**config.mk**
```make
export PLATFORM = sky130hd
export DESIGN_NAME = button_debounce_repeat
export DESIGN_NICKNAME = d
export VERILOG_FILES = /design/src/design/bdr_pkg.sv /design/src/design/bdr_lane.sv /design/src/design/bdr_merge.sv /design/src/design/button_debounce_repeat.sv
export SDC_FILE = /design/constraint.sdc
export NUM_CORES = 1
export LEC_CHECK = 0
export ABC_AREA = 1
export BUFFER_PORTS_ARGS = -buffer_cell sky130_fd_sc_hd__buf_2
export CAP_MARGIN = 5
export CORE_MARGIN = 10
export CORE_UTILIZATION = 30
export CTS_BUF_LIST = sky130_fd_sc_hd__clkbuf_2 sky130_fd_sc_hd__clkbuf_4 sky130_fd_sc_hd__clkbuf_8
export CTS_CLUSTER_DIAMETER = 30
export CTS_CLUSTER_SIZE = 25
export DETAILED_ROUTE_END_ITERATION = 8
export SETUP_SLACK_MARGIN = 0.4
export SYNTH_ARGS = -nofsm -noshare
export SYNTH_HDL_FRONTEND = slang
export SYNTH_SLANG_ARGS = --single-unit
```
**constraint.sdc**
```tcl
create_clock -name clk_i -period 13.3 [get_ports clk_i]
set_input_delay 1.995 -clock clk_i [delete_from_list [all_inputs] [get_ports clk_i]]
set_output_delay 1.995 -clock clk_i [all_outputs]
set_load 0.1 [all_outputs]
```
**src/design/bdr_pkg.sv**
```systemverilog
// ----------------------------------------------------------------------------
// bdr_pkg: shared types and constants for the button debounce and repeat bank
// Holds the configuration record, the per-lane event record, register
// indexes, counter widths and reset values.
// ----------------------------------------------------------------------------
`default_nettype none

package bdr_pkg;

  // Number of sampled pins and width of every result mask.
  localparam int unsigned PinCount   = 8;
  localparam int unsigned DefButtons = 8;

  // Counter widths.
  localparam int unsigned CntW = 8;
  localparam int unsigned TotW = 16;
  localparam int unsigned SumW = 4;

  // Configuration port shape.
  localparam int unsigned CfgIdxW  = 3;
  localparam int unsigned CfgDataW = 16;

  // Register indexes.
  localparam logic [CfgIdxW-1:0] CfgDebounce    = 3'd0;
  localparam logic [CfgIdxW-1:0] CfgRepeatStart = 3'd1;
  localparam logic [CfgIdxW-1:0] CfgRepeatLoad  = 3'd2;
  localparam logic [CfgIdxW-1:0] CfgLongTicks   = 3'd3;
  localparam logic [CfgIdxW-1:0] CfgLongEnable  = 3'd4;

  // Register reset values.
  localparam logic [CntW-1:0] DebounceRst    = 8'd5;
  localparam logic [CntW-1:0] RepeatStartRst = 8'd50;
  localparam logic [CntW-1:0] RepeatLoadRst  = 8'd25;
  localparam logic [TotW-1:0] LongTicksRst   = 16'd100;
  localparam logic            LongEnableRst  = 1'b1;

  // Saturation limits and state reset values.
  localparam logic [CntW-1:0] UpMax  = 8'hFF;
  localparam logic [TotW-1:0] TotMax = 16'hFFFF;

  // Configuration as seen by every lane.
  typedef struct packed {
    logic [CntW-1:0] debounce;
    logic [CntW-1:0] repeat_start;
    logic [CntW-1:0] repeat_load;
    logic [TotW-1:0] long_ticks;
    logic            long_enable;
  } cfg_t;

  // Events and held flag produced by one lane for the current tick.
  typedef struct packed {
    logic first;
    logic repeat_press;
    logic release_evt;
    logic long_press;
    logic held;
  } lane_evt_t;

  // One result item.
  typedef struct packed {
    logic [PinCount-1:0] first_mask;
    logic [PinCount-1:0] repeat_mask;
    logic [PinCount-1:0] release_mask;
    logic [PinCount-1:0] long_mask;
    logic [PinCount-1:0] held_mask;
    logic [SumW-1:0]     summary;
  } result_t;

endpackage : bdr_pkg

`default_nettype wire

```
**src/design/bdr_lane.sv**
```systemverilog
// ----------------------------------------------------------------------------
// bdr_lane: state and tick logic of one button
// Keeps level history, up and down timers, total held time, repeat mark and
// debounced held flag, and works out this tick's events.
// ----------------------------------------------------------------------------
`default_nettype none

module bdr_lane (
  input  wire                  clk_i,
  input  wire                  rst_ni,
  input  wire                  step_i,
  input  wire                  level_i,
  input  bdr_pkg::cfg_t        cfg_i,
  output bdr_pkg::lane_evt_t   evt_o
);
  import bdr_pkg::*;

  logic            prev_q, prev_d;
  logic [CntW-1:0] up_q, up_d;
  logic [CntW-1:0] dn_q, dn_d;
  logic [TotW-1:0] tot_q, tot_d;
  logic            mark_q, mark_d;
  logic            held_q, held_d;

  logic            press_start;
  logic            press_evt;
  logic            rel_evt;
  logic            long_evt;
  logic            tot_count;
  logic [CntW-1:0] up1;
  logic [CntW-1:0] dn1;
  logic [CntW-1:0] dn2;
  logic [TotW-1:0] tot1;
  logic [TotW-1:0] tot2;
  logic            mark1;

  // Tick update, following the order of the rules on one button.
  always_comb begin
    // A debounced release restarts the up timer.
    up1 = (level_i && !prev_q && (dn_q >= cfg_i.debounce)) ? '0 : up_q;

    // A new press after enough up time restarts the down timers.
    press_start = !level_i && prev_q && (up1 >= cfg_i.debounce);
    tot1  = (press_start && cfg_i.long_enable) ? '0 : tot_q;
    dn1   = press_start ? '0 : dn_q;
    mark1 = press_start ? 1'b0 : mark_q;

    // Press and release events.
    press_evt = !level_i && (dn1 == cfg_i.debounce) && (up1 >= cfg_i.debounce);
    rel_evt   = level_i && (up1 == cfg_i.debounce) && (dn1 >= cfg_i.debounce);

    held_d = held_q;
    if (press_evt) begin
      held_d = 1'b1;
    end
    if (rel_evt) begin
      held_d = 1'b0;
    end

    // Total held time and long press.
    tot_count = cfg_i.long_enable && !level_i && (tot1 < TotMax);
    tot2      = tot_count ? tot1 + TotW'(1) : tot1;
    long_evt  = tot_count && (tot2 == cfg_i.long_ticks);
    tot_d     = tot2;

    // Down timer with auto-repeat reload.
    dn2 = level_i ? dn1 : dn1 + CntW'(1);
    if (dn2 == cfg_i.repeat_start) begin
      dn_d   = cfg_i.repeat_load;
      mark_d = 1'b1;
    end else begin
      dn_d   = dn2;
      mark_d = mark1;
    end

    // Up timer saturates.
    up_d = (level_i && (up1 < UpMax)) ? up1 + CntW'(1) : up1;

    prev_d = level_i;
  end

  // Lane state registers.
  always_ff @(posedge clk_i or negedge rst_ni) begin
    if (!rst_ni) begin
      prev_q <= 1'b1;
      up_q   <= UpMax;
      dn_q   <= '0;
      tot_q  <= '0;
      mark_q <= 1'b0;
      held_q <= 1'b0;
    end else if (step_i) begin
      prev_q <= prev_d;
      up_q   <= up_d;
      dn_q   <= dn_d;
      tot_q  <= tot_d;
      mark_q <= mark_d;
      held_q <= held_d;
    end
  end

  // The repeat mark in force at the press selects the event kind.
  assign evt_o.first        = press_evt && !mark1;
  assign evt_o.repeat_press = press_evt && mark1;
  assign evt_o.release_evt  = rel_evt;
  assign evt_o.long_press   = long_evt;
  assign evt_o.held         = held_d;

`ifndef SYNTHESIS
  // A press is either a first press or a repeat, never both.
  a_press_kind : assert property (@(posedge clk_i) disable iff (!rst_ni)
    !(evt_o.first && evt_o.repeat_press))
    else $error("first and repeat press in the same tick");

  // Press and release cannot fire together.
  a_press_release : assert property (@(posedge clk_i) disable iff (!rst_ni)
    !((evt_o.first || evt_o.repeat_press) && evt_o.release_evt))
    else $error("press and release in the same tick");

  // Long press only fires while tracking is enabled.
  a_long_enable : assert property (@(posedge clk_i) disable iff (!rst_ni)
    evt_o.long_press |-> cfg_i.long_enable)
    else $error("long press while tracking is disabled");

  // A taken press leaves the button held.
  a_press_holds : assert property (@(posedge clk_i) disable iff (!rst_ni)
    (step_i && (evt_o.first || evt_o.repeat_press)) |=> held_q)
    else $error("held flag not set after press");
`endif

endmodule : bdr_lane

`default_nettype wire

```
**src/design/bdr_merge.sv**
```systemverilog
// ----------------------------------------------------------------------------
// bdr_merge: gathers lane events into result masks
// Builds the five per-pin masks and the summary nibble and holds them in the
// output register.
// ----------------------------------------------------------------------------
`default_nettype none

module bdr_merge #(
  parameter int unsigned Buttons = bdr_pkg::DefButtons
) (
  input  wire                          clk_i,
  input  wire                          load_i,
  input  bdr_pkg::lane_evt_t [Buttons-1:0] evt_i,
  output bdr_pkg::result_t             result_o
);
  import bdr_pkg::*;

  logic [PinCount-1:0] first_w;
  logic [PinCount-1:0] repeat_w;
  logic [PinCount-1:0] release_w;
  logic [PinCount-1:0] long_w;
  logic [PinCount-1:0] held_w;
  result_t             result_d;
  result_t             result_q;

  // Only lanes wired to a pin contribute to the masks.
  for (genvar g = 0; g < PinCount; g++) begin : g_pin
    if (g < Buttons) begin : g_lane
      assign first_w[g]   = evt_i[g].first;
      assign repeat_w[g]  = evt_i[g].repeat_press;
      assign release_w[g] = evt_i[g].release_evt;
      assign long_w[g]    = evt_i[g].long_press;
      assign held_w[g]    = evt_i[g].held;
    end else begin : g_none
      assign first_w[g]   = 1'b0;
      assign repeat_w[g]  = 1'b0;
      assign release_w[g] = 1'b0;
      assign long_w[g]    = 1'b0;
      assign held_w[g]    = 1'b0;
    end
  end

  // Summary bits are the OR of each event mask.
  always_comb begin
    result_d.first_mask   = first_w;
    result_d.repeat_mask  = repeat_w;
    result_d.release_mask = release_w;
    result_d.long_mask    = long_w;
    result_d.held_mask    = held_w;
    result_d.summary      = {|long_w, |release_w, |repeat_w, |first_w};
  end

  // Output payload register.
  always_ff @(posedge clk_i) begin
    if (load_i) begin
      result_q <= result_d;
    end
  end

  assign result_o = result_q;

endmodule : bdr_merge

`default_nettype wire

```
**src/design/button_debounce_repeat.sv**
```systemverilog
// ----------------------------------------------------------------------------
// button_debounce_repeat: debounced button bank with auto repeat and long press
// Each request is one timer tick of active-low pin samples; each result gives
// press, repeat, release and long-press pulses, the held mask and a summary.
//
//   Channel | Direction | Handshake              | Payload
//   --------+-----------+------------------------+------------------------------
//   in      | input     | in_valid_i/in_ready_o  | raw_levels_i
//   out     | output    | out_valid_o/out_ready_i| masks, held_mask_o, summary
//   cfg     | input     | cfg_we_i               | cfg_index_i, cfg_data_i
//
// One request per clock cycle when not stalled; its result appears in the
// output register on the next cycle. All lanes update together from their
// own counters. A new request is taken whenever the output register is empty
// or is being read in the same cycle. Reset acts at once; no clearing pass.
// ----------------------------------------------------------------------------
`default_nettype none

module button_debounce_repeat #(
  parameter int unsigned BUTTONS = bdr_pkg::DefButtons
) (
  input  wire                            clk_i,
  input  wire                            rst_ni,
  input  wire                            in_valid_i,
  output logic                           in_ready_o,
  input  wire [bdr_pkg::PinCount-1:0]    raw_levels_i,
  output logic                           out_valid_o,
  input  wire                            out_ready_i,
  output logic [bdr_pkg::PinCount-1:0]   first_press_mask_o,
  output logic [bdr_pkg::PinCount-1:0]   repeat_press_mask_o,
  output logic [bdr_pkg::PinCount-1:0]   release_mask_o,
  output logic [bdr_pkg::PinCount-1:0]   long_press_mask_o,
  output logic [bdr_pkg::PinCount-1:0]   held_mask_o,
  output logic [bdr_pkg::SumW-1:0]       event_summary_o,
  input  wire                            cfg_we_i,
  input  wire [bdr_pkg::CfgIdxW-1:0]     cfg_index_i,
  input  wire [bdr_pkg::CfgDataW-1:0]    cfg_data_i
);
  import bdr_pkg::*;

  cfg_t                     cfg_q;
  logic                     out_valid_q;
  logic                     accept;
  lane_evt_t [BUTTONS-1:0]  evt;
  result_t                  result;

  // Handshake: the output register frees up when it is read.
  assign in_ready_o = !out_valid_q || out_ready_i;
  assign accept     = in_valid_i && in_ready_o;

  always_ff @(posedge clk_i or negedge rst_ni) begin
    if (!rst_ni) begin
      out_valid_q <= 1'b0;
    end else if (in_ready_o) begin
      out_valid_q <= in_valid_i;
    end
  end

  // Configuration registers.
  always_ff @(posedge clk_i or negedge rst_ni) begin
    if (!rst_ni) begin
      cfg_q.debounce     <= DebounceRst;
      cfg_q.repeat_start <= RepeatStartRst;
      cfg_q.repeat_load  <= RepeatLoadRst;
      cfg_q.long_ticks   <= LongTicksRst;
      cfg_q.long_enable  <= LongEnableRst;
    end else if (cfg_we_i) begin
      unique case (cfg_index_i)
        CfgDebounce:    cfg_q.debounce     <= cfg_data_i[CntW-1:0];
        CfgRepeatStart: cfg_q.repeat_start <= cfg_data_i[CntW-1:0];
        CfgRepeatLoad:  cfg_q.repeat_load  <= cfg_data_i[CntW-1:0];
        CfgLongTicks:   cfg_q.long_ticks   <= cfg_data_i[TotW-1:0];
        CfgLongEnable:  cfg_q.long_enable  <= cfg_data_i[0];
        default: ;
      endcase
    end
  end

  // One lane per button; buttons without a pin always read released.
  for (genvar b = 0; b < BUTTONS; b++) begin : g_lane
    logic level;
    if (b < PinCount) begin : g_pin
      assign level = raw_levels_i[b];
    end else begin : g_nopin
      assign level = 1'b1;
    end

    bdr_lane u_lane (
      .clk_i   (clk_i),
      .rst_ni  (rst_ni),
      .step_i  (accept),
      .level_i (level),
      .cfg_i   (cfg_q),
      .evt_o   (evt[b])
    );
  end

  // Merge lane events into the result register.
  bdr_merge #(
    .Buttons (BUTTONS)
  ) u_merge (
    .clk_i    (clk_i),
    .load_i   (accept),
    .evt_i    (evt),
    .result_o (result)
  );

  assign out_valid_o         = out_valid_q;
  assign first_press_mask_o  = result.first_mask;
  assign repeat_press_mask_o = result.repeat_mask;
  assign release_mask_o      = result.release_mask;
  assign long_press_mask_o   = result.long_mask;
  assign held_mask_o         = result.held_mask;
  assign event_summary_o     = result.summary;

endmodule : button_debounce_repeat

`default_nettype wire
```
---- Word level (Yosys, flattened, before mapping) ----
Cells that the tools add are included.
operators by class
  mux-type cells .......................... 88
  eq/ne operators ......................... 36
  add/sub/neg operators ................... 24
  reduce and logical (&&, ||, !) cells .... 157
  order comparisons ....................... 40
operator list
  cell                                                  number
  two-way mux 8 bit                                     40
  two-way mux 16 bit                                    16
  equality test 8 bit                                   24
  greater-or-equal comparator 8 bit                     24
  adder 16 x 1 -> 16 bit (second input constant)        8
  adder 8 x 1 -> 8 bit (second input constant)          16
  equality test 16 bit                                  8
  < comparator 16 bit (second input constant)           8
  logical AND 1 bit                                     121
  < comparator 8 bit (second input constant)            8
  two-way mux 1 bit                                     32
  OR reduction 8 bit                                    4
  zero test 1 bit                                       25
  AND reduction 2 bit                                   5
  equality test 3 x 2 -> 1 bit (second input constant)  2
  equality test 3 x 1 -> 1 bit (second input constant)  1
  equality test 3 bit (second input constant)           1
  zero test 3 bit                                       1
  logical OR 1 bit                                      1
word-level totals
  logic and storage cells ................. 405
  input bits .............................. 32
  register bits after elaboration ......... 366

---- Logic depth before layout (Yosys ltp) ----
  word-level depth ........................ 14
  gate-level depth with buffers ........... 47
  depth with buffers taken out ............ 44

---- Modules after synthesis ----
From an unflattened synthesis, not the netlist that was laid out.
second synthesis, totals
  cells, all modules ...................... 4845
  area total of the unflattened synthesis .. 33074.2 um^2
modules (own cells, without submodules)
  module                            cells an instance  times used  area an instance (um^2)  sequential area each (um^2)
  bdr_lane at g_lane[1].u_lane ...  564                4           3674.8                   887.1
  bdr_lane at g_lane[6].u_lane      582                1           3856.2                   887.1
  bdr_lane at g_lane[0].u_lane      565                1           3819.9                   887.1
  bdr_lane at g_lane[7].u_lane      578                1           3731.1                   887.1
  bdr_lane at g_lane[5].u_lane      566                1           3687.3                   887.1
  button_debounce_repeat            194                1           1734.2                   1066.0
  bdr_merge                         104                1           1546.5                   1321.3

---- Worst setup path before layout ----
OpenSTA, ideal clock, no wires.
  path kind ............................... input port to flip-flop
  start point ............................. input port raw_levels_i[6] (netlist bit)
  end point ............................... register u_merge.result_q (netlist bit u_merge.result_o[3]), data pin
  cell stages on the path ................. 37
  required time ........................... 13046 ps
  library setup time ...................... 254 ps
  data arrival time ....................... 5856 ps
  path slack .............................. 7190 ps
  path buffers ............................ 5
  cell sequence ........................... buf_2 clkinv_1 nor2_1 nand2_1 inv_1 nor2_1 ha_1 nand2_2 nor2_2 nand2_1 nand2_1 nor2_2 nand2_2 nand3_2 buf_4 buf_2 buf_2 nand2_1 inv_1 ha_1 and3_1 nand4_1 nor2_2 nand3_2 nand2_1 buf_4 nand2_1 nand2_1 nand2_1 nand2_1 nor2_1 nand2_1 nor2_1 nand3_1 nand2_1 nor2_1 nand2_1
RTL lines
  item                    RTL line                      RTL
  start: declaration      button_debounce_repeat.sv:26  input wire [bdr_pkg::PinCount-1:0] raw_levels_i,
  end signal: assignment  bdr_merge.sv:56               result_q <= result_d;
  end: declaration        bdr_merge.sv:24               result_t result_q;

==> impl_metrics.toml <==
[cts]
cts_tree = "built"
cts_setup_buffers = 0
clock_sinks = 366
clockRootBuffer = "clkbuf_8"
clk_latency_ns = 0.76
htreeDepth = 3
postCtsResizedCells = 0
cts_buffers = 106
cts_buffer_depth = 3
cts_hold_buffers = 0
path_clk_slew_ns = 0.06

[route]
postRouteAntennaNets = 0
first_pass_iters = 6
drc = 0
vias = 30300
drt-initial-drc-count = 2728
wire_per_inst_um = 16.8
wl_mm = 103
avgViaCountPerCell = 4.95

[yosys]
syn-num-nets = 4822
yosys.area.top_type = "dfrtp_1"
ys_ff_latch = 366
synthFlopType = "dfrtp_1"
synth_commonest_cells = "nand2_1 (1508), inv_1 (501), nand3_1 (441)"
synth-async-reset-ratio = 0.880
yosysMostFrequentCell = "nand2_1"
syn_area_per_cell_um2 = 6.72
syn_inst = 4574
syn_area_mm2 = 0.0308
synth_edf_count = 44
synth_warnings = 0
ys_types = 64
ys_seq_area_frac = 0.308
yosysTopAreaCellShare = 0.194
synth.area.top_cells = "dfrtp_1 (19%), nand2_1 (18%), ha_1 (8.8%)"

[pwr]
p_leak_nw = 17.6
ir_worst_vdd_uv = 74.5
power_density_mw_per_mm2 = 191
p_total_mw = 6.68

[die]
std_cell_rows = 117
core_mm2 = 0.102
fp.dieH_um = 340
fp.dieW_um = 340
die-area_mm2 = 0.116
start_util = 0.302
design.portCount = 78

[worst_hold_path]
hold_start = "cfg_q[36]"
min_path_type = "flip-flop to flip-flop"
hold_depth = 2
whs_endpoint = "cfg_q[36]"

[place]
post-place-ws_ns = 5.69
place_congestion = 0.928
io_buffer_count = 77
dp.cells = 5915
post-dp-hpwl_mm = 72.3

[finish]
syn_to_final_growth_pct = 13.5
stdcell_count = 6117
final-seq-area_mm2 = 0.00948
final_layout_size_suffix_gt1_frac = 0.115
nNetsFinal = 4903
fillers = 10900
multi_input_area_mm2 = 0.0186

[critical_path]
crit_buf_inv = 5
cpLargestDelayFamily = "simple AND/OR/NAND/NOR gates"
crit_path_max_fanout = 29
critPathLaunchType = "flip-flop"
r2r_cells = 37
critPathMaxStageDelay_ns = 0.60
r2r_slack_ns = 6.04
worst_setup_path_end_kind = "flip-flop"
required_ns = 13.80
crit-reg2reg-launch = "cfg_q[34]"
path_class = "flip-flop to flip-flop"
worst_ep_arrival_time_ns = 7.76
rr_endpoint = "u_merge.result_o[3]"
crit_slowest_cell = "inv_1"
cpMostUsedCell = "nand2_1"

[grt]
track_usage = 0.173
grt_max_degree = 151
grt_pass1_vias = 28300
grt_pass1_wl_mm = 160
antenna_found_initial = 5
top_usage_layer = "met2"
use_met1 = 0.243
gr-usage-met2 = 0.266
grt_overflow = 0
grtUsageMet3 = 0.0275

[timing]
worst_pin_slew_ns = 1.05
setup_slack_ns = 6.04
finalMaxSlewViolations = 0
rsz0062_at_grt = "false"
setup_tns_ns = 0
setup_viol = 0
period_minus_slack_ns = 7.26
fin_worst_skew_ns = 0.0561
slew_headroom = 0.299
post-route-period-util = 0.546
whs_ns = 0.488
hold_violations = 0
max_freq_mhz = 138

[run_status]
outcome = "finished, final reports clean"

[run]
maxCapViolCount = 0
power breakdown:
part	switching, mW	leakage [nW]	internal (mW)
Clock	0.723	1.25	1.08
Combinational	2.00	12.1	1.02
Sequential	0.359	4.30	1.49
Total	3.08	17.6	3.60
worst max path at each step:
stage / start / to / slack, ns / cells after the start
2_1_floorplan: raw_levels_i[6] / u_merge.result_o[3] / 7.19 / 37
3_3_place_gp: raw_levels_i[3] / u_merge.result_o[3] / 5.71 / 33
3_5_place_dp: raw_levels_i[3] / u_merge.result_o[3] / 5.69 / 33
4_1_cts: cfg_q[34] / u_merge.result_o[3] / 6.16 / 37
5_1_grt: cfg_q[34] / u_merge.result_o[3] / 5.57 / 37
6_report: cfg_q[34] / u_merge.result_o[3] / 6.04 / 37
registers in the layout, indices dropped and copies added, names as in the netlist:
| signal | flops |
|---|---|
| g_lane.u_lane.tot_q | 128 |
| g_lane.u_lane.up_q | 64 |
| u_merge.result_o | 44 |
| cfg_q | 41 |
| g_lane.u_lane.mark_q | 8 |
| g_lane.u_lane.dn_q | 64 |
| out_valid_o | 1 |
| g_lane.u_lane.prev_q | 8 |
| g_lane.u_lane.held_q | 8 |
cell type report:
| class | instances | area share |
|---|---|---|
| clock inverter | 80 | 0.0247 |
| sequential | 366 | 0.272 |
| timing repair buffer | 97 | 0.0167 |
| tap | 1368 | 0.0490 |
| antenna | 1 | 0.0000717 |
| inverter | 529 | 0.0573 |
| multi-input combinational | 3555 | 0.534 |
| clock buffer | 121 | 0.0466 |
tightest hold or removal path, delay by kind of cell, from the launching register on:
family             cells  cell delay, ns
AOI/OAI and AO/OA      1            0.06
DFF                    1            0.34
and+or+nand+nor        1            0.05
metal layers:
metal  up-vias  share of wire
li1      15100              -
met1     14000           0.47
met2       996           0.43
met3       185          0.070
met4         6          0.027
met5         -        0.00029
kinds of logic after synthesis:
group / Yosys count / synth area share
xor gates and xnor gates: 157 / 0.0463
AOI/OAI and AO/OA: 480 / 0.0854
buffers and inverters: 653 / 0.0855
DFF: 366 / 0.308
adders and majority gates: 216 / 0.0879
muxes: 1 / 0.000325
and+or+nand+nor: 2701 / 0.386
stage by stage:
step / instance area (um^2) / utilization
2_1_floorplan: 30800 / -
3_3_place_gp: 32400 / 0.319
3_5_place_dp: 32400 / 0.319
4_1_cts: 34900 / 0.343
5_1_grt: 34900 / 0.343
6_report: 34900 / 0.343
placed cells by master, fill, tap and decap left out, types with 33 or more instances in the layout:
cell type | Yosys | routed
xor2_1 | 110 | 110
buf_2 | 25 | 76
dfstp_2 | 84 | 84
nand3b_1 | 40 | 40
nand3_1 | 441 | 441
nand2_2 | 33 | 33
edfxtp_1 | 44 | 44
xnor2_1 | 43 | 43
dfrtp_1 | 238 | 238
ha_1 | 216 | 216
inv_1 | 501 | 500
a21oi_1 | 106 | 106
nor2_1 | 433 | 433
clkbuf_8 | 0 | 115
o21ai_0 | 248 | 248
nand2_1 | 1508 | 1507
nor2_2 | 35 | 35
nand4_1 | 92 | 92
(Power assumes the default switching activity.)
